File: src/hdl/nps_pkg.sv
`timescale 1ns / 1ps

package nps_pkg;

    localparam int DEPTH  = 1024;
    localparam int VAL_W  = 32;
    localparam int POS_W  = 11;
    localparam int DIST_W = VAL_W + 1;
    localparam int CNT_W  = $clog2(DEPTH + 1);
    localparam int IDX_W  = (DEPTH > 1) ? $clog2(DEPTH) : 1;

    typedef struct packed {
        logic                     valid;
        logic                     search;
        logic                     insert;
        logic                     full;
        logic [CNT_W-1:0]         count;
        logic signed [VAL_W-1:0]  value;
        logic [DIST_W-1:0]        best_dist;
        logic [POS_W-1:0]         best_pos;
    } token_t;

endpackage

File: src/hdl/nps_front.sv
`timescale 1ns / 1ps

module nps_front (
    input  logic                             clk,
    input  logic                             rst_n,
    input  logic                             fire,
    input  logic signed [nps_pkg::VAL_W-1:0] value,
    input  logic                             first_of_sequence,
    output nps_pkg::token_t                  token
);
    import nps_pkg::*;

    logic [CNT_W-1:0] count_reg;
    logic [CNT_W-1:0] count_next;
    logic             start;
    logic             full;

    assign start = first_of_sequence || (count_reg == '0);
    assign full  = (count_reg == CNT_W'(DEPTH));

    always_comb
    begin
        token.valid     = fire;
        token.search    = !start;
        token.insert    = start || !full;
        token.full      = !start && full;
        token.count     = start ? '0 : count_reg;
        token.value     = value;
        token.best_dist = '0;
        token.best_pos  = '0;
    end

    always_comb
    begin
        count_next = count_reg;
        if (fire)
        begin
            if (start)
            begin
                count_next = CNT_W'(1);
            end
            else if (!full)
            begin
                count_next = count_reg + CNT_W'(1);
            end
        end
    end

    always_ff @(posedge clk or negedge rst_n)
    begin
        if (!rst_n)
        begin
            count_reg <= '0;
        end
        else
        begin
            count_reg <= count_next;
        end
    end

endmodule

File: config.mk
export PLATFORM = sky130hd
export DESIGN_NAME = nps_front
export DESIGN_NICKNAME = d
export VERILOG_FILES = /design/src/hdl/nps_pkg.sv /design/src/hdl/nps_front.sv
export SDC_FILE = /design/constraint.sdc
export NUM_CORES = 1
export LEC_CHECK = 0
export CAP_MARGIN = 20
export CORE_ASPECT_RATIO = 1.75
export CORE_UTILIZATION = 35
export CTS_CLUSTER_DIAMETER = 100
export DETAILED_ROUTE_END_ITERATION = 8
export DONT_BUFFER_PORTS = 1
export SYNTH_ARGS = -nofsm -noshare
export SYNTH_HDL_FRONTEND = slang
export SYNTH_SLANG_ARGS = --single-unit
File: constraint.sdc
create_clock -name clk -period 1.58 [get_ports clk]
set_input_delay 0.158 -clock clk [delete_from_list [all_inputs] [get_ports clk]]
set_output_delay 0.158 -clock clk [all_outputs]
set_load 0.02 [all_outputs]
# == Word-level counts from Yosys, hierarchy flattened ==
# Index checks and enable logic that the tools add are counted.
# op_classes
add_sub_neg,1
mul,0
div,0
n_lt_le_gt_ge,0
eq_ne,2
n_shift,0
muxes,3
bitwise,0
reduce_logical,7
# ops
operator,count
two-way mux 11 bit,3
adder 11 x 1 -> 11 bit (second input constant),1
equality test 11 bit (second input constant),1
zero test 11 bit,1
zero test 1 bit,2
logical OR 1 bit,2
!= test 2 bit (second input constant),1
AND reduction 2 bit,1
logical AND 1 bit,1
# totals
regBits,11
latch_bits,0
ramBits,0
romBits,0
input_bits,36
mem_count,0

# == Logic depth before layout (Yosys ltp) ==
# Gate-level depths: netlist (run 1).
# depth
depth_word,4
depth_mapped,5
depth_no_buf,5

# == Worst setup path after synthesis (run 1) ==
# OpenSTA, ideal clock, no wires.
# synth_path
path_type,reg2out
start,reg count_reg[0]
end,out token[76] (netlist name)
arrival_ns,1.594
t_required_ns,1.422
slack_ns,-0.172
path_stages_with_launch,6
path_buffers,0
path_cell_list,dfrtp_1 -> inv_1 -> ha_1 -> nor4b_4 -> a41oi_1 -> and2_1
# synth_lines
element,line,rtl
"start, declared",nps_front.sv:13,logic [CNT_W-1:0] count_reg;
"start signal, assigned",nps_front.sv:57,count_reg <= count_next;
"end, declared",nps_front.sv:9,output nps_pkg::token_t token

==> flow_metrics.tcl, run 1 <==
set metrics [dict create \
    run_status "finished, violations left" \
    violations "setup timing" \
    gate_count_after_technology_mapping 165 \
    cts-root-to-sink-buffers 2 \
    hold-path-cell-count 1 \
    slew_viol_final 0 \
    cp.arrival_ns 1.49 \
    final_design_area_no_fill_um2 1221 \
    antennaDiodeCount 0 \
    worst_reg_to_reg_path_cell_count 4 \
    setup_ws_post_layout_ns -0.07238 \
    post_drt_via_cell_ratio 4.631 \
    nature_of_the_critical_path_startpoint "flip-flop" \
    worstMarginPinSlew_ns 0.5537 \
    grt_setup_unrepaired "true" \
    comb_power_share_pct 42.1 \
    worstHoldStart "fire" \
    sequentialPowerShare_pct 32.7 \
    wl_per_cell_um 13.13 \
    sw_frac_of_total_pct 41.60 \
    crit_fanout 3 \
    ys_dominant_reg_cell "dfrtp_1" \
    crit_path_end_kind "output pin" \
    pin_count_of_the_biggest_net_entering_global_routing 19 \
    report.final.setup_viol 5 \
    final.min_clock_period_ns 1.652 \
    cellPowerDensity_nw_per_um2 993.0 \
    synth.avg_cell_area_um2 8.144 \
    htreeDepth 1 \
    place.detailed.hpwl_um 1907 \
    syn_area_um2 1344 \
    synth-edff-count 0 \
    dieWidth_um 48.84 \
    detail_route.first_pass.iterations 4 \
    via_count_of_the_first_global_routing_pass 779 \
    cpMaxStageDelayCell "dfrtp_1" \
    drc_errors 0 \
    timing.hold.worst.class "input port to flip-flop" \
    reg2reg_setup_slack_ns 0.09 \
    drive_above_1_share_pct 23.49 \
    clkLatencyLatePin_ns 0.25 \
    timing.critical_path.buf_inv 1 \
    design.portCount 127 \
    min_to "count_reg[10]$_DFFE_PN0P_" \
    io_buffers 0 \
    cp_top_family "simple AND/OR/NAND/NOR gates" \
    vdd_drop_max_uv 523.8 \
    power.leakage_nw 0.5716 \
    async_flop_share_pct 100.0 \
    worst_path_largest_cell_delay_ns 0.38 \
    slew-limit-headroom_pct 62.96 \
    path_class "flip-flop to output pin" \
    antenna_viol_nets_final 0 \
    floorplan.die.height_um 83.97 \
    max_cap_viols 0 \
    synth.distinct_cells 32 \
    fin_crit_sh_pct 104.6 \
    count_of_synthesis_stage_warnings_from_yosys 0 \
    cts_made_buffers 3 \
    worstReg2RegStart "count_reg[2]$_DFFE_PN0P_" \
    drt_iter0_drc 16 \
    ctsRootBufferMaster "clkbuf_8" \
    tritoncts "built" \
    rr_endpoint "count_reg[10]$_DFFE_PN0P_" \
    global_route_usage_over_all_layers_pct 12.23 \
    p_sw_mw 0.5044 \
    cp.required_ns 1.42 \
    yosys_register_bits 11 \
    initial_utilization_pct 36.67 \
    post-place-cells 186 \
    postRouteWirelength_um 2560 \
    clk_slew_on_worst_s_h_paths_ns 0.06 \
    floorplan.core_area_um2 3665 \
    routability_congestion 0.8487 \
    p_int_mw 0.7082 \
    grt_first_pass_wirelength_um 3788 \
    synth_seq_area_share_pct 20.48 \
    area.growth.synth_to_final_pct -9.125 \
    cp_cell_sequence "inv_2 > ha_4 > nor4b_4 > a41oi_2 > and2_4" \
    finClkSkew_ns 0.003803 \
    cts_sinks 11 \
    final.setup.tns_ns -0.2570 \
    post_dp_cell_area_um2 1070 \
    largest_register_ff_count 11 \
    power.clock.fraction_pct 25.1 \
    grt_antenna_before_repair 0 \
    placement_rows 29 \
    die_area_um2 4101 \
    nNetsFinal 188 \
    final-instance-count-excl-fill 195 \
    count_of_final_hold_check_violations 0 \
    fmaxAchievable_ghz 0.6052 \
    number_of_vias_in_the_routed_layout 903 \
    grt.overflow.total 0 \
]
-- synthesized netlist by cell type, drive strengths merged, types with 2 or more instances --
cell type / count / area [µm²]
buf: 79 / 590.6
nand3: 6 / 30.03
nand2: 8 / 30.03
o211ai: 3 / 22.52
o31ai: 3 / 22.52
dfrtp: 11 / 275.3
ha: 2 / 25.02
clkbuf: 2 / 7.510
nor4b: 2 / 32.53
o21ai: 5 / 25.02
a22o: 2 / 17.52
nand4: 2 / 12.51
a31oi: 3 / 18.77
or4: 5 / 37.54
nor3: 2 / 10.01
nor2b: 10 / 62.56
inv: 6 / 22.52
and2: 2 / 12.51
-- metrics by stage --
step / utilization, % / hold slack (ns) / total power [mW] / setup WS, ns
after global routing: 33.32 / 0.02904 / 1.266 / -0.1560
after detailed placement: 29.19 / -0.1372 / 0.7939 / 0.03756
after global placement: 29.19 / -0.1372 / 0.7911 / 0.07148
after floorplan: - / -0.1376 / 0.9072 / 0.002850
after CTS: 32.43 / 0.01423 / 1.171 / -0.04754
final: 33.32 / 0.01245 / 1.213 / -0.07238
-- how the worst max path moves through the flow --
stage | startpoint | to | slack, ns | depth (start not counted)
floorplan | count_reg[0]$_DFFE_PN0P_ | token[76] | 0.003 | 5
global placement | count_reg[0]$_DFFE_PN0P_ | token[77] | 0.07 | 5
detailed placement | count_reg[0]$_DFFE_PN0P_ | token[77] | 0.04 | 5
CTS | count_reg[0]$_DFFE_PN0P_ | token[77] | -0.05 | 5
global route | count_reg[0]$_DFFE_PN0P_ | token[77] | -0.16 | 5
finish | count_reg[0]$_DFFE_PN0P_ | token[77] | -0.07 | 5
-- layout make-up --
| type | count | area [µm²] |
|---|---|---|
| inverters | 6 | 22.52 |
| clock buffers | 4 | 45.04 |
| fillers | 401 | 2444 |
| well taps | 46 | 57.56 |
| multi-input cells | 110 | 683.2 |
| repair buffers | 18 | 137.6 |
| flip-flops and latches | 11 | 275.3 |
-- per-layer routing --
| metal | global-route usage, % | part of all wire [%] |
|---|---|---|
| met5 | 0 | 0 |
| met4 | 10.96 | 4.6 |
| met3 | 2.732 | 8.4 |
| met2 | 20.96 | 51 |
| met1 | 11.85 | 36 |
-- power by group through the flow --
stage	registers [mW]	clock network, mW	logic (mW)
floorplan	0.372	0	0.535
global placement	0.400	0	0.391
detailed placement	0.403	0	0.391
CTS	0.394	0.303	0.474
global route	0.403	0.319	0.544
finish	0.397	0.305	0.511
-- logic make-up (layout without fill, tap and decap cells) --
kind of cell               after synthesis  in the layout  share of synthesized area [%]
adders and majority gates                2              2                          1.862
and+or+nand+nor                         43             43                          19.93
AOI/OAI and AO/OA                       20             20                          10.52
other                                    1             44                         0.2791
buffers and inverters                   87             28                          46.18
muxes                                    1              1                         0.7449
DFF                                     11             11                          20.48
-- repair_timing --
action / in CTS / in global routing
buffers inserted: 4 / 1
hold buffers: 1 / 0
pin swaps: 5 / 2
setup endpoints to repair: 5 / 13
hold endpoints to repair: 11 / 0
resized for setup: 11 / 5
-- cell usage in the layout, fill, tap and decap left out, drive strengths merged, types with 3 or more instances in the layout --
| cell type | Yosys | final |
|---|---|---|
| buf | 79 | 17 |
| nor2b | 10 | 10 |
| nand2 | 8 | 8 |
| o21ai | 5 | 5 |
| nand3 | 6 | 6 |
| a31oi | 3 | 3 |
| inv | 6 | 6 |
| or4 | 5 | 5 |
| clkbuf | 2 | 4 |
| conb | 1 | 44 |
| o211ai | 3 | 3 |
| o31ai | 3 | 3 |
| dfrtp | 11 | 11 |
Power figures use the tool's default switching activity.
==> run 2: changes to the inputs <==
--- a/config.mk
+++ b/config.mk
@@ -5,6 +5,7 @@
 export SDC_FILE = /design/constraint.sdc
 export NUM_CORES = 1
 export LEC_CHECK = 0
+export ABC_AREA = 1
 export CAP_MARGIN = 20
 export CORE_ASPECT_RATIO = 1.75
 export CORE_UTILIZATION = 35
==> flow_metrics.tcl, run 2 <==
set metrics [dict create \
    nature_of_the_critical_path_startpoint "flip-flop" \
    yosys_register_bits 11 \
    grt.overflow.total 0 \
    detail_route.first_pass.iterations 4 \
    final.min_clock_period_ns 1.610 \
    clkLatencyLatePin_ns 0.24 \
    drive_above_1_share_pct 26.42 \
    report.final.setup_viol 8 \
    antenna_viol_nets_final 0 \
    crit_path_end_kind "output pin" \
    finClkSkew_ns 0.001457 \
    postRouteWirelength_um 2870 \
    cp_cell_sequence "inv_2 > ha_4 > nand3_4 > nor2_4 > nand2_4 > nand2_4 > nor2_1 > buf_4" \
    wl_per_cell_um 11.04 \
    die_area_um2 4382 \
    vdd_drop_max_uv 362.6 \
    worst_path_most_repeated_cell "nand2_4" \
    floorplan.core_area_um2 3904 \
    synth.top_cells.by_count "buf_4 (77), nand2_1 (49), nor2_1 (22), inv_1 (14), nand3_1 (13)" \
    mostFrequentLayoutCells "nand2_1 (48), conb_1 (44), buf_4 (29)" \
    pin_count_of_the_biggest_net_entering_global_routing 12 \
    count_of_synthesis_stage_warnings_from_yosys 0 \
    cp.arrival_ns 1.45 \
    placement_rows 30 \
    synth-edff-count 0 \
    drc_errors 0 \
    slew_viol_final 0 \
    routability_congestion 0.7820 \
    max_cap_viols 0 \
    most_common_cell_after_layout_fill_and_taps_aside "nand2_1" \
    comb_power_share_pct 39.2 \
    fin_crit_sh_pct 101.9 \
    final.setup.tns_ns -0.1674 \
    clk_slew_on_worst_s_h_paths_ns 0.05 \
    floorplan.die.height_um 86.82 \
    path_class "flip-flop to output pin" \
    grt_first_pass_wirelength_um 4471 \
    post_drt_via_cell_ratio 4.196 \
    timing.hold.worst.class "input port to flip-flop" \
    gate_count_after_technology_mapping 210 \
    cts_sinks 11 \
    ctsRootBufferMaster "clkbuf_8" \
    async_flop_share_pct 100.0 \
    synth_top_cell_by_area "buf_4" \
    cts-root-to-sink-buffers 2 \
    grt_antenna_before_repair 0 \
    post-place-cells 243 \
    run_status "finished, violations left" \
    worstMarginPinSlew_ns 0.5927 \
    place.detailed.hpwl_um 1967 \
    number_of_vias_in_the_routed_layout 1091 \
    setup_ws_post_layout_ns -0.02994 \
    antennaDiodeCount 0 \
    htreeDepth 1 \
    area.growth.synth_to_final_pct 2.000 \
    design.portCount 127 \
    nNetsFinal 251 \
    syn_area_um2 1439 \
    p_int_mw 0.6119 \
    synth.distinct_cells 20 \
    cellPowerDensity_nw_per_um2 666.1 \
    final-instance-count-excl-fill 260 \
    ys_dominant_reg_cell "dfrtp_1" \
    synth_top_area_share_pct 40.17 \
    violations "setup timing" \
    global_route_usage_over_all_layers_pct 13.63 \
    synth.avg_cell_area_um2 6.852 \
    cpMaxStageDelayCell "dfrtp_1" \
    whs_ns 0.1337 \
    power.leakage_nw 0.7895 \
    tritoncts "built" \
    sw_frac_of_total_pct 37.41 \
    worst_path_largest_cell_delay_ns 0.39 \
    io_buffers 0 \
    synth_seq_area_share_pct 19.13 \
    cts_made_buffers 3 \
    p_sw_mw 0.3657 \
    crit_fanout 6 \
    post-synth-top-count-cell "buf_4" \
    count_of_final_hold_check_violations 0 \
    synth.top_cells.by_area "buf_4 (40%), dfrtp_1 (19%), nand2_1 (13%)" \
    via_count_of_the_first_global_routing_pass 1009 \
    cp.required_ns 1.42 \
    largest_register_ff_count 11 \
    drt_iter0_drc 19 \
    sequentialPowerShare_pct 30.5 \
    initial_utilization_pct 36.86 \
    grt_setup_unrepaired "true" \
    final_core_utilization_pct 37.60 \
    reg2reg_setup_slack_ns 0.03 \
    dieWidth_um 50.47 \
    power.clock.fraction_pct 30.2 \
    fmaxAchievable_ghz 0.6211 \
    slew-limit-headroom_pct 60.36 \
]
## run 2: cell types whose count changed after synthesis, sizes merged, moves of 3 or more
cell / change
a31oi: -3
inv: +9
nand2: +44
nand3: +8
nor2: +25
nor2b: -10
o211ai: -3
o21ai: -3
o31ai: -3
or4: -5
xor2: +4
## run 2: final timing paths
| path | from | to | depth (start not counted) |
|---|---|---|---|
| worst min register to register | count_reg[9]$_DFFE_PN0P_ | count_reg[9]$_DFFE_PN0P_ | 2 |
| worst max register to register | count_reg[1]$_DFFE_PN0P_ | count_reg[8]$_DFFE_PN0P_ | 12 |
| worst min-delay path | fire | count_reg[2]$_DFFE_PN0P_ | 3 |
| max in group asynchronous | rst_n | count_reg[10]$_DFFE_PN0P_ | 1 |
| min in group asynchronous | rst_n | count_reg[2]$_DFFE_PN0P_ | 1 |
| worst max-delay path | count_reg[1]$_DFFE_PN0P_ | token[85] | 8 |
## run 2: repair_timing
action	4_1_cts	5_1_grt
gates resized for setup	14	10
endpoints found under the setup margin	13	15
hold endpoints to repair	11	0
pin swaps	4	2
gates cloned	1	0
buffers inserted	7	4
hold buffers	1	0
## run 2: stage by stage
stage	total power, mW	worst slack, ns	area [µm²]
4_1_cts	0.9415	-0.02312	1401
6_report	0.9776	-0.02994	1468
3_3_place_gp	0.5678	0.02086	1226
2_1_floorplan	0.7109	0.03429	1600
3_5_place_dp	0.5665	0.01356	1226
5_1_grt	1.025	-0.09268	1468
## run 2: final cells by class
| class | instances | area [µm²] |
|---|---|---|
| clock buffers | 4 | 45.04 |
| fillers | 413 | 2436 |
| inverters | 15 | 61.31 |
| multi-input cells | 148 | 744.5 |
| flip-flops and latches | 11 | 275.3 |
| well taps | 48 | 60.06 |
| repair buffers | 34 | 281.5 |
## run 2: power by group through the flow
stage                     Combinational [mW]  Sequential (mW)  Clock [mW]
final                                  0.384            0.298       0.296
after global routing                   0.410            0.299       0.316
after CTS                              0.345            0.298       0.299
after detailed placement               0.265            0.302           0
after global placement                 0.266            0.301           0
after floorplan                        0.403            0.308           0
## run 2: logic make-up after synthesis
family | count (synthesis) | share of synthesized area [%]
xor+xnor | 4 | 2.435
flops | 11 | 19.13
compound gates | 3 | 1.304
other cells | 1 | 0.2606
simple gates | 94 | 28.70
buf+inv | 95 | 46.43
fa+ha+maj | 2 | 1.739
## run 2: metal layers
layer  vias to the layer above  GRT usage, %  routed length (µm)
met2                        66         24.00                1399
li1                        523             -                   -
met3                        24         3.158                 277
met1                       478         12.43                1008
met4                         0         12.63                 184
met5                         -             0                   0
## run 2: critical path: cells and delay by family, from the launching register on
kind | cells | cell delay, ns
DFF | 1 | 0.39
adders and majority gates | 1 | 0.14
and+or+nand+nor | 5 | 0.44
buffers and inverters | 2 | 0.24
