===== config.mk =====
export PLATFORM = sky130hd
export DESIGN_NAME = nps_cell
export DESIGN_NICKNAME = d
export VERILOG_FILES = /design/src/hdl/nps_pkg.sv /design/src/hdl/nps_cell.sv
export SDC_FILE = /design/constraint.sdc
export NUM_CORES = 1
export LEC_CHECK = 0
export BUFFER_PORTS_ARGS = -buffer_cell sky130_fd_sc_hd__buf_4
export CAP_MARGIN = 20
export CORE_AREA = 2 2 130 145
export DETAILED_ROUTE_END_ITERATION = 12
export DIE_AREA = 0 0 132 147
export GPL_ROUTABILITY_DRIVEN = 0
export GPL_TIMING_DRIVEN = 0
export PLACE_DENSITY = 0.77
export SLEW_MARGIN = 20
export SYNTH_ARGS = -nofsm -noshare
export SYNTH_HDL_FRONTEND = slang
export SYNTH_SLANG_ARGS = --single-unit

===== constraint.sdc =====
create_clock -name clk -period 5.5 [get_ports clk]
set_clock_uncertainty 0.15 [all_clocks]
set_input_delay 0.55 -clock clk [delete_from_list [all_inputs] [get_ports clk]]
set_output_delay 0.55 -clock clk [all_outputs]
set_load 0.01 [all_outputs]

===== src/hdl/nps_pkg.sv =====
`timescale 1ns / 1ps

package nps_pkg;

    localparam int DEPTH  = 1024;
    localparam int VAL_W  = 32;
    localparam int POS_W  = 11;
    localparam int DIST_W = VAL_W + 1;
    localparam int CNT_W  = $clog2(DEPTH + 1);
    localparam int IDX_W  = (DEPTH > 1) ? $clog2(DEPTH) : 1;

    typedef struct packed {
        logic                     valid;
        logic                     search;
        logic                     insert;
        logic                     full;
        logic [CNT_W-1:0]         count;
        logic signed [VAL_W-1:0]  value;
        logic [DIST_W-1:0]        best_dist;
        logic [POS_W-1:0]         best_pos;
    } token_t;

endpackage


===== src/hdl/nps_cell.sv =====
`timescale 1ns / 1ps

module nps_cell (
    input  logic                     clk,
    input  logic                     rst_n,
    input  logic                     advance,
    input  logic [nps_pkg::IDX_W-1:0] idx,
    input  nps_pkg::token_t          token_in,
    output nps_pkg::token_t          token_out
);
    import nps_pkg::*;

    token_t                   token_reg;
    token_t                   token_next;
    logic signed [VAL_W-1:0]  store_reg;
    logic signed [DIST_W-1:0] diff;
    logic [DIST_W-1:0]        abs_diff;
    logic [CNT_W-1:0]         slot;
    logic                     occupied;
    logic                     take;

    assign slot     = CNT_W'(idx);
    assign occupied = slot < token_in.count;
    assign diff     = {token_in.value[VAL_W-1], token_in.value}
                    - {store_reg[VAL_W-1], store_reg};
    assign abs_diff = diff[DIST_W-1] ? DIST_W'(-diff) : DIST_W'(diff);
    assign take     = token_in.search && occupied
                    && ((idx == '0) || (abs_diff < token_in.best_dist));

    always_comb
    begin
        token_next = token_in;
        if (take)
        begin
            token_next.best_dist = abs_diff;
            token_next.best_pos  = POS_W'(slot + CNT_W'(1));
        end
    end

    always_ff @(posedge clk or negedge rst_n)
    begin
        if (!rst_n)
        begin
            token_reg <= '0;
        end
        else if (advance)
        begin
            token_reg <= token_next;
        end
    end

    // append the new value when the transaction passes its slot
    always_ff @(posedge clk)
    begin
        if (advance && token_in.valid && token_in.insert && (slot == token_in.count))
        begin
            store_reg <= token_in.value;
        end
    end

    assign token_out = token_reg;

endmodule


Word level (Yosys, flattened, before mapping)

Cells that the tools add are included.

Register bits after elaboration: 123
Logic and storage cells: 24

Reduce and logical (&&, ||, !) cells: 7
Magnitude comparators: 2
Multiplexer cells: 2
Add/subtract/negate cells: 3
Equal/unequal tests: 1

Operators with widths:

| cell                    | count |
|---|---|
| $mux W44                | 1 |
| $lt A33 B33 Y1          | 1 |
| $mux W33                | 1 |
| $neg A33 Y33            | 1 |
| $sub A32 B32 Y33        | 1 |
| $add A10 B1 Y11 const B | 1 |
| $eq A10 B11 Y1          | 1 |
| $lt A10 B11 Y1          | 1 |
| $logic_not A10 Y1       | 1 |
| $logic_and A1 B1 Y1     | 5 |
| $logic_or A1 B1 Y1      | 1 |

Depth between registers and ports, before layout

Gate-level depths: netlist of the first run.

Depth after elaboration: 7
Gate-level depth with buffers: 29
Mapped depth without buffers: 24

Worst setup path after synthesis of the first run

No wires, ideal clock.

Path kind: input-to-reg
From: input token_in[55] in the netlist's numbering
To: register token_reg, in the netlist token_out[9]
Path slack: -764 ps
Path buffers: 5
Arrival: 5989 ps
Stages: 26
Cells stage by stage: ha_1 -> buf_2 -> and4_1 -> nor3b_1 -> o211ai_1 -> nand3_2 -> xor2_1 -> or3_4 -> or4_4 -> buf_6 -> o41ai_1 -> xnor2_1 -> ha_1 -> a21o_1 -> a21oi_1 -> nor2b_1 -> o21ai_0 -> a21oi_1 -> a211oi_1 -> o21a_1 -> o311a_1 -> clkbuf_1 -> clkbuf_1 -> clkbuf_1 -> a21oi_1 -> mux2_2

Cells in the longest elaborated chain, start to end: 7

Ends and longest elaborated chain:

| element                 | line           | text |
|---|---|---|
| start: declaration      | nps_cell.sv:8  | `input nps_pkg::token_t token_in,` |
| $sub A32 B32 Y33 (*)    | nps_cell.sv:25 | `- {store_reg[VAL_W-1], store_reg};` |
| $neg A33 Y33            | nps_cell.sv:26 | `assign abs_diff = diff[DIST_W-1] ? DIST_W'(-diff) : DIST_W'(diff);` |
| $mux W33 (*)            | nps_cell.sv:26 |  |
| $lt A33 B33 Y1 (*)      | nps_cell.sv:28 | `&& ((idx == '0) \|\| (abs_diff < token_in.best_dist));` |
| $logic_or A1 B1 Y1 (*)  | nps_cell.sv:28 |  |
| $logic_and A1 B1 Y1 (*) | nps_cell.sv:28 |  |
| $mux W44 (*)            | nps_cell.sv:33 | `if (take)` |
| end signal: assignment  | nps_cell.sv:48 | `token_reg <= token_next;` |
| end: declaration        | nps_cell.sv:13 | `token_t token_reg;` |

Every way passes the cells marked *; elsewhere a longest branch is shown, timed or not.
A chain may end at the register's enable or synchronous reset.

Final worst setup path of the first run

From: register store_reg[14]
To: register token_reg, in the netlist token_out[42]

Cells in the longest elaborated chain, start to end: 7

Ends and longest elaborated chain:

| element                  | line           | text |
|---|---|---|
| start: declaration       | nps_cell.sv:15 | `logic signed [VAL_W-1:0] store_reg;` |
| start signal: assignment | nps_cell.sv:57 | `store_reg <= token_in.value;` |
| $sub A32 B32 Y33 (*)     | nps_cell.sv:25 |  |
| $neg A33 Y33             | nps_cell.sv:26 |  |
| $mux W33 (*)             | nps_cell.sv:26 |  |
| $lt A33 B33 Y1           | nps_cell.sv:28 |  |
| $logic_or A1 B1 Y1       | nps_cell.sv:28 |  |
| $logic_and A1 B1 Y1      | nps_cell.sv:28 |  |
| $mux W44 (*)             | nps_cell.sv:33 |  |

Marked as above.

==> results_dict.tcl, run 1 <==
set metrics [dict create \
    grt_antenna_before_repair 0 \
    cts_made_buffers 17 \
    finalSetupViolCount 44 \
    hold_path.class "in -> async" \
    die_x_um 132 \
    ys_types 77 \
    ir_drop_uv 251 \
    fin_crit_ns 6.14 \
    cpLargestDelayFamily "simple AND/OR/NAND/NOR gates" \
    die-area_um2 19400 \
    syn-num-nets 1135 \
    outcome "finished, violations left" \
    postRouteAntennaNets 0 \
    wl_met1_um 11900 \
    timing.final.crit_share_pct 112 \
    drive_above_1_share_pct 48.1 \
    coreArea_um2 18000 \
    slowest_stage "or4_4" \
    fin_ws_ns -0.637 \
    pre_cts_slack_ns -1.19 \
    hold_viol_final 0 \
    die_y_um 147 \
    crit_chain "inv_2 -> ha_4 -> buf_6 -> nand4_1 -> or4_4 -> a211oi_4 -> o21a_1 -> o22ai_4 -> or4_4 -> nor4_4 -> buf_4 -> a21oi_4 -> xor2_2 -> ha_1 -> nand3_2 -> or4b_4 -> o311a_1 -> buf_8 -> clkbuf_16 -> buf_6 -> nand3_1 -> mux2i_1 -> a311o_1" \
    clk_pin_slew_ns 0.06 \
    grt-ovfl-total 0 \
    cp_max_fo 7 \
    largest_reg_flops 91 \
    crit_buf_inv 6 \
    drcViolationCount 0 \
    drtIter0Drc 718 \
    end_kind "register" \
    grt_max_degree 92 \
    powerDensity_nw_per_um2 250 \
    antenna_cells 0 \
    num_vias 9042 \
    maxCapViolations 0 \
    cts_buffer_depth 2 \
    cts.sinks 123 \
    rsz0062_at_grt "true" \
    synth_seq_cells 123 \
    critPathLaunchType "register" \
    power.total_uw 3400 \
    synth_edf_count 32 \
    avgRoutedWirePerCell_um 20.4 \
    grt_pass1_wl_um 42700 \
    slew_headroom_pct 38.8 \
    wirelength_um 30900 \
    nNetsFinal 1439 \
    worstMarginPinSlew_ns 0.917 \
    synth-main-ff-cell "dfrtp_1" \
    synth_area_um2 8990 \
    start_util_pct 49.9 \
    seq_area_frac_synth_pct 36.0 \
    io_pins 195 \
    clkLatencyLatePin_ns 0.43 \
    cts_root_buffer "clkbuf_16" \
    wl_met3_um 2170 \
    vias_per_cell 5.98 \
    p_leak_uw 0.00609 \
    crit_type "reg -> reg" \
    grt.total_usage_pct 27.6 \
    cp_data_required_time_ns 5.66 \
    drv_slew 0 \
    syn_area_per_cell_um2 9.44 \
    top_layer "met4" \
    rows 52 \
    drt_first_pass_iters 5 \
    area_growth_pct 51.3 \
    port_buffers 193 \
    worst_path_largest_cell_delay_ns 0.60 \
    violations "setup timing" \
    hpwl_um 19200 \
    tritoncts "yes" \
    cp.arrival_ns 6.30 \
    rr_startpoint "store_reg[14]" \
    cts-htree-levels 4 \
    fmax_mhz 163 \
    grt_pass1_vias 8377 \
    yosysWarnings 0 \
    dr_wl_met2_um 15100 \
    synthCells 953 \
    ys_async_sr_fraction_pct 74.0 \
    crit_start "store_reg[14]" \
]
==> repair_timing <==
| item | CTS | global route |
|---|---|---|
| resized for setup | 109 | 174 |
| cloned | 4 | 1 |
| endpoints found under the setup margin | 44 | 44 |
| buffers inserted | 42 | 47 |
| hold buffers | 0 | 0 |
| pin swaps | 46 | 72 |
==> worst register-to-register path: stages (launching register included) <==
cell	delay (ns)
edfxtp_1	0.33
inv_2	0.04
ha_4	0.26
buf_6	0.10
nand4_1	0.19
or4_4	0.60
a211oi_4	0.38
o21a_1	0.26
o22ai_4	0.11
or4_4	0.60
nor4_4	0.28
buf_4	0.19
a21oi_4	0.06
xor2_2	0.16
ha_1	0.34
nand3_2	0.11
or4b_4	0.54
o311a_1	0.40
buf_8	0.15
clkbuf_16	0.17
buf_6	0.12
nand3_1	0.09
mux2i_1	0.09
a311o_1	0.32
==> cell type report <==
cell class	instances	area, um2
repair buffers	292	2250
well taps	243	304
fillers	1101	4420
multi-input cells	693	6550
clock inverters	12	118
plain buffers	36	325
inverters	94	357
flip-flops and latches	123	3240
clock buffers	20	468
==> cells in the final DEF (no fill, tap or decap), types with 10 or more instances in the layout <==
master     netlist  layout
xor2_1          18      12
o21ai_2          0      15
nand4_1         14      14
o21a_1          18      18
nand3_1         21      17
clkbuf_16        0      22
ha_1            77      57
a21oi_2          2      13
a21oi_1         60      42
xnor2_1         37      28
dfrtp_1         91      91
nor2b_1         13      12
buf_4            3     280
inv_1           94      86
mux2_4           2      18
o21ai_1          5      10
ha_4             0      16
buf_6            2      16
nand2_1         55      47
a21o_1          21      20
edfxtp_1        32      32
nor2_1          60      43
clkbuf_1        27      12
o21ai_0         52      31
nor2_2           0      11
mux2_2          75      59
==> cells by family (layout without fill, tap and decap cells) <==
group	count (synthesis)	after routing	share of synthesized area [%]
compound gates	242	242	17.9
xor+xnor	55	55	5.36
fa+ha+maj	78	78	10.9
buf+inv	137	454	6.11
flops	123	123	36.0
mux	83	83	10.4
simple gates	235	235	13.3
==> Yosys cell counts, types with 21 or more instances <==
library cell | n | area [um2]
nor2_1 | 60 | 225
ha_1 | 77 | 963
mux2_2 | 75 | 845
o21ai_0 | 52 | 260
edfxtp_1 | 32 | 961
a21oi_1 | 60 | 300
nand3_1 | 21 | 105
nand2_1 | 55 | 206
xnor2_1 | 37 | 324
dfrtp_1 | 91 | 2280
inv_1 | 94 | 353
clkbuf_1 | 27 | 101
a21o_1 | 21 | 158
==> path summary, 6_finish.rpt <==
check | endpoint | slack [ns] | cells after the start
setup / recovery | token_out[42] | -0.64 | 23
hold / removal | token_out[3] | 0.07 | 1
setup reg to reg | token_out[42] | -0.64 | 23
hold reg to reg | token_out[81] | 0.36 | 1
max in group asynchronous | token_out[72] | 4.55 | 1
min in group clk | store_reg[31] | 0.17 | 1
==> power breakdown <==
group / switching (uW) / internal, uW / total, uW
logic: 599 / 589 / 1190
registers: 56.4 / 1030 / 1090
clock network: 424 / 700 / 1120
total: 1080 / 2320 / 3400
==> per-layer routing <==
metal  track usage [%]  vias to the layer above
li1                  -                     4054
met1              33.9                     4355
met2              47.6                      505
met3              4.18                      128
met4              13.2                        0
met5                 0                        -
==> per-stage QoR <==
stage / cell area [um2] / instances / util, % / hold slack, ns / setup TNS [ns]
finish: 13600 / 1513 / 75.5 / 0.0673 / -22.22
global route: 13600 / 1513 / 75.5 / 0.146 / -28.01
CTS: 12500 / 1472 / 69.5 / 0.0943 / -12.22
detailed placement: 11100 / 1394 / 61.5 / 0.347 / -46.64
global placement: 11100 / 1389 / 61.3 / 0.341 / -117.75
floorplan: 9300 / 953 / - / 0.104 / -0.00611
No activity file was read; power rests on OpenSTA's default activity.
==> run 2, diff against run 1 <==
==> config.mk (replaced) <==
export PLATFORM = sky130hd
export DESIGN_NAME = nps_cell
export DESIGN_NICKNAME = d
export VERILOG_FILES = /design/src/hdl/nps_pkg.sv /design/src/hdl/nps_cell.sv
export SDC_FILE = /design/constraint.sdc
export NUM_CORES = 1
export LEC_CHECK = 0
export ABC_CLOCK_PERIOD_IN_PS = 5500
export BUFFER_PORTS_ARGS = -buffer_cell sky130_fd_sc_hd__buf_4
export CAP_MARGIN = 20
export CELL_PAD_IN_SITES_DETAIL_PLACEMENT = 2
export CELL_PAD_IN_SITES_GLOBAL_PLACEMENT = 2
export CORE_AREA = 2 2 166 184
export DETAILED_ROUTE_END_ITERATION = 12
export DIE_AREA = 0 0 168 186
export GPL_ROUTABILITY_DRIVEN = 0
export GPL_TIMING_DRIVEN = 0
export PLACE_DENSITY_LB_ADDON = 0.1
export SLEW_MARGIN = 15
export SYNTH_ARGS = -nofsm -noshare
export SYNTH_HDL_FRONTEND = slang
export SYNTH_SLANG_ARGS = --single-unit
==> run 2 against run 1 <==
  * The run still ends with setup timing left
  * Die area up 61%
  * Fmax up 0.20%
  * Sequential share of layout area down 0.73 points
  * Final cell count up 9.9%
  * Sequential cell count unchanged
  * Utilization down 28 points
  * Global-route usage down 5.2 points
  * First-iteration DRC count down 53%
  * Design area up 3.2%
  * Critical path depth up 3
  * Highest routed layer unchanged
==> results_dict.tcl, run 2 (synthesis gave the netlist of run 1 again) <==
set metrics [dict create \
    wl_met3_um 1410 \
    fin_ws_ns -0.625 \
    slew_headroom_pct 38.6 \
    grt_pass1_vias 9402 \
    p_leak_uw 0.00618 \
    cpLargestDelayFamily "simple AND/OR/NAND/NOR gates" \
    die-area_um2 31200 \
    grt_max_degree 92 \
    dr_wl_met2_um 19300 \
    hpwl_um 24700 \
    cts_made_buffers 17 \
    fin_util_pct 47.9 \
    num_vias 8746 \
    end_kind "register" \
    crit_type "reg -> reg" \
    cts_root_buffer "clkbuf_16" \
    grt-ovfl-total 0 \
    drtIter0Drc 334 \
    wirelength_um 37000 \
    io_pins 195 \
    wl_met1_um 15200 \
    drt_first_pass_iters 4 \
    fill_cells 3050 \
    grt.total_usage_pct 22.3 \
    outcome "finished, violations left" \
    largest_reg_flops 91 \
    final_common_cell "buf_4" \
    area_growth_pct 56.0 \
    critPathLaunchType "register" \
    ir_drop_uv 178 \
    cp.arrival_ns 6.29 \
    cts_buffer_depth 2 \
    rows 66 \
    drive_above_1_share_pct 49.4 \
    pre_cts_slack_ns -1.72 \
    worst_path_largest_cell_delay_ns 0.52 \
    crit_buf_inv 8 \
    powerDensity_nw_per_um2 245 \
    reg2reg_depth 26 \
    grt_pass1_wl_um 53700 \
    start_util_pct 30.7 \
    layout.cells.non_filler 1663 \
    finalSetupViolCount 44 \
    nNetsFinal 1458 \
    rsz0062_at_grt "true" \
    critPathMostFrequentCell "buf_4" \
    hold_viol_final 0 \
    avgRoutedWirePerCell_um 22.3 \
    placed_cells 1525 \
    power.total_uw 3430 \
    timing.final.crit_share_pct 111 \
    fmax_mhz 163 \
    die_y_um 186 \
    die_x_um 168 \
    cp_data_required_time_ns 5.67 \
    violations "setup timing" \
    fin_crit_ns 6.12 \
    cts-htree-levels 4 \
    postRouteAntennaNets 0 \
    multi_input_area_um2 6600 \
    clk_pin_slew_ns 0.06 \
    cp_max_fo 8 \
    coreArea_um2 29300 \
    grt_antenna_before_repair 2 \
    worstMarginPinSlew_ns 0.921 \
    vias_per_cell 5.26 \
    drv_slew 0 \
    hold_path.class "in -> async" \
    clkLatencyLatePin_ns 0.43 \
    cts.sinks 123 \
    port_buffers 193 \
    path_depth 26 \
    final_cell_mix "buf_4 (291), dfrtp_1 (91), inv_1 (88)" \
    drcViolationCount 0 \
    slowest_stage "or4_4" \
    seqCellArea_um2 3240 \
    maxCapViolations 0 \
    tritoncts "yes" \
    top_layer "met4" \
]
[run 2: cell count changes in the layout (fill, tap and decap cells not counted), moves of 4 or more]
cell,change
buf_4,+11
mux2_2,+9
mux2_4,-9
nor2_4,+7
a21oi_1,-6
a21oi_2,+6
buf_6,+6
o21ai_1,+6
o21ai_2,-6
nor2_1,-5
nor3_2,+4
[run 2: where the power goes]
part	internal (uW)	switching, uW
logic	601	620
registers	1030	54.9
clock network	674	447
total	2310	1120
[run 2: repair_timing]
| action | CTS | global route |
|---|---|---|
| cloned | 4 | 0 |
| gates resized for setup | 157 | 143 |
| setup endpoints to repair | 44 | 44 |
| hold buffers | 0 | 0 |
| endpoints found under the hold margin | 0 | 0 |
| pin swaps | 50 | 78 |
| setup buffers | 61 | 51 |
[run 2: routing by layer]
layer  track usage, %  vias to the layer above
met2             41.5                      218
li1                 -                     4070
met3             3.49                       65
met1             26.6                     4393
met4             6.54                        0
met5                0                        -
[run 2: per-stage QoR]
step	TNS [ns]	instance area [um2]	hold WS (ns)
detailed placement	-70.01	11300	0.348
finish	-23.21	14000	0.0778
CTS	-16.56	13100	0.107
global route	-29.75	14000	0.137
floorplan	-0.00611	9300	0.104
global placement	-176.24	11200	0.341
[run 2: layout make-up]
class	instances	share of cell area, %
Antenna cell	1	0.0178
Buffer	35	2.53
Inverter	94	2.54
Clock buffer	25	3.84
Tap cell	374	3.33
Sequential cell	123	23.1
Clock inverter	6	0.214
Timing Repair Buffer	312	17.4
Multi-Input combinational cell	693	47.0
[run 2: path summary, 6_finish.rpt]
path	start	to	slack (ns)
setup / recovery	store_reg[4]	token_out[42]	-0.62
hold / removal	rst_n	token_out[13]	0.08
setup reg to reg	store_reg[4]	token_out[42]	-0.62
hold reg to reg	token_out[86]	token_out[86]	0.36
max in group asynchronous	rst_n	token_out[70]	4.50
min in group clk	token_in[75]	store_reg[31]	0.16
==> run 3, diff against run 2 <==
--- a/config.mk
+++ b/config.mk
@@ -5,16 +5,15 @@
 export SDC_FILE = /design/constraint.sdc
 export NUM_CORES = 1
 export LEC_CHECK = 0
-export ABC_CLOCK_PERIOD_IN_PS = 5500
+export ABC_CLOCK_PERIOD_IN_PS = 7020
 export BUFFER_PORTS_ARGS = -buffer_cell sky130_fd_sc_hd__buf_4
 export CAP_MARGIN = 20
 export CELL_PAD_IN_SITES_DETAIL_PLACEMENT = 2
 export CELL_PAD_IN_SITES_GLOBAL_PLACEMENT = 2
-export CORE_AREA = 2 2 166 184
+export CORE_AREA = 2 2 159 176
 export DETAILED_ROUTE_END_ITERATION = 12
-export DIE_AREA = 0 0 168 186
+export DIE_AREA = 0 0 161 178
 export GPL_ROUTABILITY_DRIVEN = 0
-export GPL_TIMING_DRIVEN = 0
 export PLACE_DENSITY_LB_ADDON = 0.1
 export SLEW_MARGIN = 15
 export SYNTH_ARGS = -nofsm -noshare
==> constraint.sdc (replaced) <==
create_clock -name clk -period 7.02 [get_ports clk]
set_clock_uncertainty 0.15 [all_clocks]
set_input_delay 0.702 -clock clk [delete_from_list [all_inputs] [get_ports clk]]
set_output_delay 0.702 -clock clk [all_outputs]
set_load 0.01 [all_outputs]
==> run 3 against run 2 <==
  * The flow now finishes without violations
  * Via count down 9.1%
  * Die area down 8.3%
  * Sequential cell count unchanged
  * Final cell count down 8.3%
  * Largest cell class unchanged
  * Largest power group is now clock
  * Highest routed layer unchanged
==> results_dict.tcl, run 3 (synthesis gave the netlist of run 1 again) <==
set metrics [dict create \
    fin_crit_ns 6.27 \
    io_pins 195 \
    r2r-end "token_out[14]" \
    totalNegativeSetupSlack_ns 0 \
    drtIter0Drc 238 \
    hold_viol_final 0 \
    slew_headroom_pct 36.0 \
    grt_antenna_before_repair 0 \
    wl_met3_um 855 \
    area_growth_pct 28.4 \
    wl_met1_um 13400 \
    path_depth 22 \
    avgRoutedWirePerCell_um 19.0 \
    finalSetupViolCount 0 \
    vias_per_cell 5.21 \
    p_leak_uw 0.00526 \
    wirelength_um 28900 \
    cts_hold_buf 0 \
    outcome "finished, final reports clean" \
    cp_data_required_time_ns 7.19 \
    postCtsSetupRepairBufs 0 \
    final_cell_mix "buf_4 (225), inv_1 (94), dfrtp_1 (91)" \
    crit_type "in -> reg" \
    placedInstanceArea_um2 11000 \
    die_y_um 178 \
    largest_reg_flops 91 \
    seq_power_share_pct 35.4 \
    seqCellArea_um2 3240 \
    ctsResizeCount 0 \
    die_x_um 161 \
    antenna_cells 0 \
    cts.sinks 123 \
    grt_pass1_vias 8661 \
    worstMarginPinSlew_ns 0.935 \
    fin_util_pct 43.1 \
    die-area_um2 28700 \
    critPathLaunchType "input port" \
    grt.total_usage_pct 20.7 \
    crit_chain "buf_4 -> ha_1 -> nand2_1 -> nor3b_1 -> o211ai_1 -> nand3_2 -> xor2_1 -> or3_4 -> or4_4 -> nor4_1 -> buf_4 -> a21oi_1 -> xor2_1 -> ha_1 -> nand3_1 -> or4b_2 -> o311a_2 -> buf_12 -> buf_12 -> nand2_1 -> o21ai_0 -> mux2_2" \
    nNetsFinal 1338 \
    num_vias 7950 \
    multi_input_area_um2 5210 \
    rsz0062_at_grt "false" \
    port_buffers 194 \
    drcViolationCount 0 \
    hold_path.class "in -> async" \
    slowest_stage "or4b_2" \
    end_kind "register" \
    clkLatencyLatePin_ns 0.43 \
    intPower_uw 1660 \
    timing.final.crit_share_pct 89.3 \
    grt-ovfl-total 0 \
    drv_slew 0 \
    worstSetupEndpoint "token_out[14]" \
    fill_cells 2973 \
    clk_pin_slew_ns 0.06 \
    cts_made_buffers 17 \
    coreArea_um2 26800 \
    powerDensity_nw_per_um2 209 \
    drive_above_1_share_pct 30.6 \
    tritoncts "yes" \
    crit_start "token_in[61]" \
    power.share.switching_pct 31.2 \
    combPwrFrac_pct 29.1 \
    reg2reg_slack_ns 0.78 \
    rr_startpoint "store_reg[11]" \
    fmax_mhz 159 \
    top_layer "met4" \
    crit_buf_inv 4 \
    p_sw_uw 753 \
    maxCapViolations 0 \
    dr_wl_met2_um 14200 \
    cts_buffer_depth 2 \
    hpwl_um 23100 \
    reg2reg_depth 22 \
    cts-htree-levels 4 \
    start_util_pct 33.6 \
    ir_drop_uv 144 \
    cp_max_fo 26 \
    cpLargestDelayFamily "simple AND/OR/NAND/NOR gates" \
    pwr-share-clk_pct 35.5 \
    cts_root_buffer "clkbuf_16" \
    fin_area_um2 11500 \
    grt_pass1_wl_um 46800 \
    worst_path_largest_cell_delay_ns 0.63 \
    cp.arrival_ns 6.44 \
    final_common_cell "buf_4" \
    grt_max_degree 61 \
    drt_first_pass_iters 4 \
    postRouteAntennaNets 0 \
    rows 63 \
]
## run 3: cell types whose count changed in the layout (fill, tap and decap cells not counted), moves of 17 or more
cell,change
a21oi_1,+24
o21ai_0,+22
ha_1,+18
nor2_1,+22
buf_4,-66
a21oi_2,-17
buf_6,-22
## run 3: how the worst min path moves through the flow
stage	startpoint	to	slack [ns]	depth (start not counted)
2_1_floorplan	rst_n	token_out[0]	0.26	0
3_3_place_gp	token_out[60]	token_out[60]	0.34	1
3_5_place_dp	token_out[76]	token_out[76]	0.35	1
4_1_cts	rst_n	token_out[15]	0.08	1
5_1_grt	rst_n	token_out[15]	0.09	1
6_report	rst_n	token_out[15]	0.07	1
## run 3: power by group through the flow
stage	Clock [uW]	Combinational, uW	Sequential [uW]
floorplan	0	351	896
global placement	0	695	863
detailed placement	0	712	867
CTS	882	716	854
global route	911	781	862
finish	855	702	853
## run 3: layer usage
| layer | vias up | track usage [%] |
|---|---|---|
| li1 | 3837 | - |
| met1 | 3923 | 26.8 |
| met2 | 162 | 36.1 |
| met3 | 28 | 2.60 |
| met4 | 0 | 6.32 |
| met5 | - | 0 |
## run 3: cell type report
type	instances	area share, %
Clock buffer	21	4.36
Clock inverter	10	0.520
Inverter	94	3.06
Multi-Input combinational cell	693	45.2
Sequential cell	123	28.1
Tap cell	357	3.87
Timing Repair Buffer	227	15.0
## run 3: stage by stage
| stage | setup WS [ns] | hold slack (ns) | cells | total power [uW] |
|---|---|---|---|---|
| floorplan | 0.604 | 0.256 | 953 | 1250 |
| global placement | 0.236 | 0.341 | 1494 | 1560 |
| detailed placement | 0.249 | 0.349 | 1494 | 1580 |
| CTS | 0.671 | 0.0792 | 1525 | 2450 |
| global route | 0.229 | 0.0935 | 1525 | 2550 |
| finish | 0.749 | 0.0662 | 1525 | 2410 |
